File: src/czr_pkg.sv
// Shared types, constants and arithmetic helpers of the centre-zoom resampler.
package czr_pkg;

  localparam int unsigned MAX_WIDTH  = 512;
  localparam int unsigned MAX_HEIGHT = 512;
  localparam int unsigned XBITS      = $clog2(MAX_WIDTH);
  localparam int unsigned YBITS      = $clog2(MAX_HEIGHT);
  localparam int unsigned BANK_ABITS = XBITS + YBITS - 2;
  localparam int unsigned BANK_DEPTH = (MAX_WIDTH / 2) * (MAX_HEIGHT / 2);

  localparam logic OP_WRITE   = 1'b0;
  localparam logic OP_REQUEST = 1'b1;

  localparam logic [1:0] REG_WIDTH  = 2'd0;
  localparam logic [1:0] REG_HEIGHT = 2'd1;
  localparam logic [1:0] REG_SCALE  = 2'd2;
  localparam logic [1:0] REG_MODE   = 2'd3;

  localparam logic MODE_NEAREST  = 1'b0;
  localparam logic MODE_BILINEAR = 1'b1;

  localparam logic [16:0] WEIGHT_ONE = 17'h10000;

  typedef struct packed {
    logic        op;
    logic [8:0]  col;
    logic [8:0]  row;
    logic [23:0] rgb;
  } req_t;

  // Per axis: which neighbour lands in each parity bank, and its weight.
  typedef struct packed {
    logic [1:0]      ok;
    logic [1:0][7:0] addr;
    logic            par;
    logic [16:0]     wl;
  } axis_t;

  typedef struct packed {
    req_t             req;
    logic [3:0]       ok;
    logic [3:0][15:0] addr;
    logic             xpar;
    logic             ypar;
    logic [16:0]      wx;
    logic [16:0]      wy;
  } fetch_t;

  typedef struct packed {
    logic [8:0]       col;
    logic [8:0]       row;
    logic [3:0][23:0] pix;
    logic             xpar;
    logic             ypar;
    logic [16:0]      wx;
    logic [16:0]      wy;
  } taps_t;

  function automatic logic [7:0] mix8(input logic [7:0] l, input logic [7:0] r,
                                      input logic [16:0] wl);
    logic [25:0] s;
    logic [9:0]  v;
    s = {9'd0, l} * {9'd0, wl} + {9'd0, r} * {9'd0, WEIGHT_ONE - wl} + 26'd32768;
    v = s[25:16];
    return (v > 10'd255) ? 8'hFF : v[7:0];
  endfunction

  function automatic logic [23:0] mix24(input logic [23:0] l, input logic [23:0] r,
                                        input logic [16:0] wl);
    return {mix8(l[23:16], r[23:16], wl), mix8(l[15:8], r[15:8], wl),
            mix8(l[7:0], r[7:0], wl)};
  endfunction

endpackage

File: src/czr_coord.sv
// Source point arithmetic: offset, scale multiply, then neighbour and bank address.
module czr_coord (
  input  logic                clk,
  input  logic                rst,
  input  logic                in_valid,
  output logic                in_ready,
  input  czr_pkg::req_t       in_req,
  input  logic [9:0]          image_width,
  input  logic [9:0]          image_height,
  input  logic [23:0]         inv_scale,
  input  logic                interp_mode,
  output logic                out_valid,
  input  logic                out_ready,
  output czr_pkg::fetch_t     out_fetch
);

  logic                 v0, v1;
  czr_pkg::req_t        req0, req1;
  logic signed [11:0]   dx0, dy0;
  logic signed [36:0]   mx1, my1;
  logic                 rdy0, rdy1, rdy2;
  czr_pkg::axis_t       ax, ay;
  czr_pkg::fetch_t      f_next;

  function automatic czr_pkg::axis_t axis_eval(input logic signed [36:0] m,
                                               input logic [9:0] n, input logic mode,
                                               input int unsigned lim);
    czr_pkg::axis_t       a;
    logic signed [37:0]   p17, px, pabs, rnd;
    logic signed [21:0]   xn, x0, xb, xs;
    logic [21:0]          mag;
    p17  = {m[36], m} + $signed({12'd0, n, 16'd0});
    px   = p17 >>> 1;
    pabs = px[37] ? -px : px;
    rnd  = pabs + 38'sd32768;
    mag  = rnd[37:16];
    xn   = px[37] ? -$signed(mag) : $signed(mag);
    if (mode == czr_pkg::MODE_NEAREST) begin
      x0   = xn;
      a.wl = czr_pkg::WEIGHT_ONE;
    end else begin
      x0   = px[37:16];
      a.wl = czr_pkg::WEIGHT_ONE - {1'b0, px[15:0]};
    end
    xb    = x0 + 22'sd1;
    a.par = x0[0];
    for (int b = 0; b < 2; b++) begin
      xs = (x0[0] == b[0]) ? x0 : xb;
      a.ok[b]   = !xs[21] && (xs[20:0] < {11'd0, n}) && (xs[20:0] < 21'(lim));
      a.addr[b] = xs[8:1];
    end
    return a;
  endfunction

  assign rdy2 = !out_valid || out_ready;
  assign rdy1 = !v1 || rdy2;
  assign rdy0 = !v0 || rdy1;
  assign in_ready = rdy0;

  always_ff @(posedge clk) begin
    if (rst) begin
      v0 <= 1'b0;
    end else if (rdy0) begin
      v0 <= in_valid;
    end
    if (rdy0) begin
      req0 <= in_req;
      dx0  <= $signed({2'b0, in_req.col, 1'b0}) - $signed({2'b0, image_width});
      dy0  <= $signed({2'b0, in_req.row, 1'b0}) - $signed({2'b0, image_height});
    end
  end

  always_ff @(posedge clk) begin
    if (rst) begin
      v1 <= 1'b0;
    end else if (rdy1) begin
      v1 <= v0;
    end
    if (rdy1) begin
      req1 <= req0;
      mx1  <= 37'(dx0 * $signed({1'b0, inv_scale}));
      my1  <= 37'(dy0 * $signed({1'b0, inv_scale}));
    end
  end

  always_comb begin
    ax = axis_eval(mx1, image_width, interp_mode, czr_pkg::MAX_WIDTH);
    ay = axis_eval(my1, image_height, interp_mode, czr_pkg::MAX_HEIGHT);
    f_next.req  = req1;
    f_next.xpar = ax.par;
    f_next.ypar = ay.par;
    f_next.wx   = ax.wl;
    f_next.wy   = ay.wl;
    for (int k = 0; k < 4; k++) begin
      f_next.ok[k]   = ax.ok[k % 2] && ay.ok[k / 2];
      f_next.addr[k] = {ay.addr[k / 2], ax.addr[k % 2]};
    end
  end

  always_ff @(posedge clk) begin
    if (rst) begin
      out_valid <= 1'b0;
    end else if (rdy2) begin
      out_valid <= v1;
    end
    if (rdy2) begin
      out_fetch <= f_next;
    end
  end

endmodule

File: config.mk
export PLATFORM = sky130hd
export DESIGN_NAME = czr_coord
export DESIGN_NICKNAME = d
export VERILOG_FILES = /design/src/czr_pkg.sv /design/src/czr_coord.sv
export SDC_FILE = /design/constraint.sdc
export NUM_CORES = 2
export LEC_CHECK = 0
export ABC_AREA = 1
export BUFFER_PORTS_ARGS = -buffer_cell sky130_fd_sc_hd__buf_2
export CORE_MARGIN = 1
export CORE_UTILIZATION = 60
export CTS_CLUSTER_SIZE = 25
export DETAILED_ROUTE_END_ITERATION = 10
export PLACE_DENSITY_LB_ADDON = 0.1
export SYNTH_ARGS = -nofsm -noshare
export SYNTH_HDL_FRONTEND = slang
export SYNTH_SLANG_ARGS = --single-unit
export TNS_END_PERCENT = 10
File: constraint.sdc
create_clock -name clk -period 19.65 [get_ports clk]
set_clock_uncertainty 0.05 [all_clocks]
set_input_delay 0.9825 -clock clk [delete_from_list [all_inputs] [get_ports clk]]
set_output_delay 0.9825 -clock clk [all_outputs]
set_load 0.02 [all_outputs]
==> summary.txt <==
Route
  – Via density per instance: 5.31
  – Drt first-iter violations: 2112
  – Drc violations: 0
  – Final wirelength: 92.1 mm
  – Wirelength per Cell: 16.4 um
  – Vias post-DR: 29800
  – Antenna Nets Post-Route: 0
  – Detailed Routing Iterations Pass 1: 6

Setup path
  – Worst path most repeated cell: nand2_1
  – CP max stage delay: 0.55 ns
  – CP required: 19.91 ns
  – Critical Path Fanout Max: 21
  – Crit path kind: in2reg
  – Worst Setup End Kind: register
  – Worst Setup Start Kind: primary input
  – CP max-delay cell: fa_1
  – Worst EP arrival: 7.32 ns

Synth
  – Yosys cell types: 58
  – Post-Syn Instances: 4660
  – Post-synth EDFFs: 293
  – Ys Warns: 0
  – Post-Syn Area: 0.0368 mm^2
  – Synth Area per Inst: 7.91 um^2
  – FFs w/ async S/R, synth: 0%
  – Post-synth net total: 5430
  – Sequential share of the synthesized area: 24.0%
  – FF+latch count, synth: 296
  – Ys flop type: edfxtp_1

Clocking
  – Root buf cell: clkbuf_16
  – Clock transition at path regs: 0.06 ns
  – Hold Buf Count CTS: 0
  – Clk Latency, worst-skew pair: 0.59 ns
  – Post_cts resized: 0
  – Clock sink total: 296
  – Setup bufs post-CTS: 0
  – Cts bufs inserted: 34
  – H-Tree Depth: 2
  – CTS Buffer Depth: 3
  – CTS tree: built

STA
  – RSZ-0062 raised after global routing: no
  – Worst Setup Slack, final: 12.59 ns
  – Slew @ Worst Pin: 0.899 ns
  – Fin. max-slew vios: 0
  – Hold Worst Slack: 0.363 ns
  – Rel. slew slack: 40.0%
  – TNS Setup: 0 ns
  – Final min period: 7.06 ns
  – F_max: 142 MHz
  – Final setup vio count: 0
  – Hold Vio Cnt, Final: 0
  – Tcrit/Tclk final: 35.9%

Global route
  – Remaining Overflow, GRT: 0
  – Overall Global Routing Usage: 30.2%
  – First-pass GRT wire length: 149 mm
  – Largest net degree at the start of global routing: 68
  – Vias in the first global route: 29000
  – Initial antenna violation count: 2

Die
  – X dimension of the die: 250 um
  – Die H: 250 um
  – Core area: 0.0605 mm^2
  – Die Area: 0.0624 mm^2
  – Initial Util: 60.9%
  – FP Rows: 90
  – Ports: 241

Outcome
  – Outcome: finished clean

Place
  – Hpwl dp: 71.6 mm
  – DP Cell Count: 5555
  – # port buffers: 240
  – Worst slack, placed: 12.05 ns
  – Placer Congestion: 0.932

Cells and area
  – Layout cells sized above 1: 12.3%
  – Layout area overhead: 7.47%
  – Final Non-Filler Cells: 5617
  – # diodes: 0
  – Final net count: 5579

Flow run
  – MaxCap Viol Count: 0

Min path
  – Tightest Hold Check Type: reg2reg
==> metal layers <==
metal	GRT usage (%)	share of wire, %
met1	42.4	45
met2	49.9	47
met3	3.23	6.2
met4	7.85	2.4
met5	0	0.023
==> area by class of cell <==
class	count	area [um^2]
clock buffers	41	877
clock inverters	21	213
fillers	5252	20900
inverters	1027	3860
multi-input cells	3179	23400
flip-flops and latches	296	8860
well taps	782	978
repair buffers	271	1430
==> cell usage after synthesis, types with 3 or more instances <==
| library cell | number | area share (%) |
|---|---|---|
| nand2_1 | 1312 | 13 |
| inv_1 | 959 | 9.8 |
| fa_1 | 400 | 22 |
| edfxtp_1 | 293 | 24 |
| ha_1 | 278 | 9.4 |
| nand3_1 | 268 | 3.6 |
| nor2_1 | 244 | 2.5 |
| a21oi_1 | 133 | 1.8 |
| clkbuf_1 | 104 | 1.1 |
| nand2_2 | 87 | 1.5 |
| o21ai_0 | 78 | 1.1 |
| xor2_1 | 78 | 1.9 |
| nand4_1 | 60 | 1.0 |
| inv_2 | 58 | 0.59 |
| nor2_2 | 38 | 0.65 |
| xnor2_1 | 34 | 0.81 |
| buf_4 | 33 | 0.67 |
| nor2_4 | 22 | 0.67 |
| nand3_2 | 19 | 0.52 |
| nor3_1 | 15 | 0.20 |
| nand2_4 | 14 | 0.43 |
| o21ai_1 | 13 | 0.18 |
| buf_2 | 11 | 0.15 |
| a211oi_1 | 9 | 0.18 |
| o21bai_1 | 8 | 0.16 |
| or2_2 | 8 | 0.14 |
| clkinv_1 | 7 | 0.071 |
| o211ai_1 | 7 | 0.14 |
| buf_1 | 6 | 0.061 |
| o31ai_1 | 6 | 0.12 |
| nand3_4 | 5 | 0.24 |
| nand3b_1 | 5 | 0.10 |
| a21oi_2 | 4 | 0.095 |
| a31oi_1 | 4 | 0.068 |
| o21a_1 | 4 | 0.082 |
| buf_6 | 3 | 0.092 |
| dfxtp_1 | 3 | 0.16 |
| o21ai_2 | 3 | 0.071 |
==> placed cells by master, fill, tap and decap left out, types with 7 or more instances in the layout <==
cell type | netlist | layout
nand2_1 | 1312 | 1310
inv_1 | 959 | 957
fa_1 | 400 | 400
edfxtp_1 | 293 | 293
ha_1 | 278 | 278
nand3_1 | 268 | 268
nor2_1 | 244 | 244
buf_2 | 11 | 240
a21oi_1 | 133 | 133
nand2_2 | 87 | 87
xor2_1 | 78 | 78
o21ai_0 | 78 | 78
nand4_1 | 60 | 60
inv_2 | 58 | 59
nor2_2 | 38 | 38
xnor2_1 | 34 | 34
clkbuf_16 | 0 | 34
buf_4 | 33 | 31
nor2_4 | 22 | 22
nand3_2 | 19 | 19
nand2_4 | 14 | 16
nor3_1 | 15 | 15
clkinv_1 | 7 | 14
o21ai_1 | 13 | 13
a211oi_1 | 9 | 9
or2_2 | 8 | 8
o21bai_1 | 8 | 8
o211ai_1 | 7 | 7
clkbuf_1 | 104 | 7
==> state kept, by name (all words and copies together), names as in the netlist <==
name	count
f_next	43
out_valid	1
v1	1
dx0	11
out_fetch	115
v0	1
req0	43
my1	35
dy0	11
mx1	35
==> stage by stage <==
step	area (um^2)	util, %
finish	39600	65.5
global route	39600	65.5
CTS	39600	65.5
detailed placement	38500	63.7
global placement	38500	63.7
floorplan	36800	-
==> worst max-delay path, delay by kind of cell <==
family,cells,cell delay (ns)
AND/OR/NAND/NOR,21,1.95
adder cells (fa/ha/maj),6,2.62
XOR/XNOR,1,0.09
AO/OA/AOI/OAI,5,1.06
buffers and inverters,5,0.60
==> cell families after synthesis <==
kind of cell / synth area share, %
buf+inv: 12.6
fa+ha+maj: 31.2
simple gates: 25.2
flops: 24.0
xor+xnor: 2.66
compound gates: 4.36
==> final timing paths <==
path / from / to / slack (ns) / cells after the start
setup reg to reg: dx0[4] / mx1[35] / 12.79 / 38
setup / recovery: inv_scale[1] / mx1[35] / 12.59 / 38
hold / removal: req0[0] / f_next[104] / 0.36 / 0
hold reg to reg: req0[0] / f_next[104] / 0.36 / 0
Power is left out: the tool's default activity adds up to more than one toggle a clock period on the data nets, which glitch-free logic cannot reach.
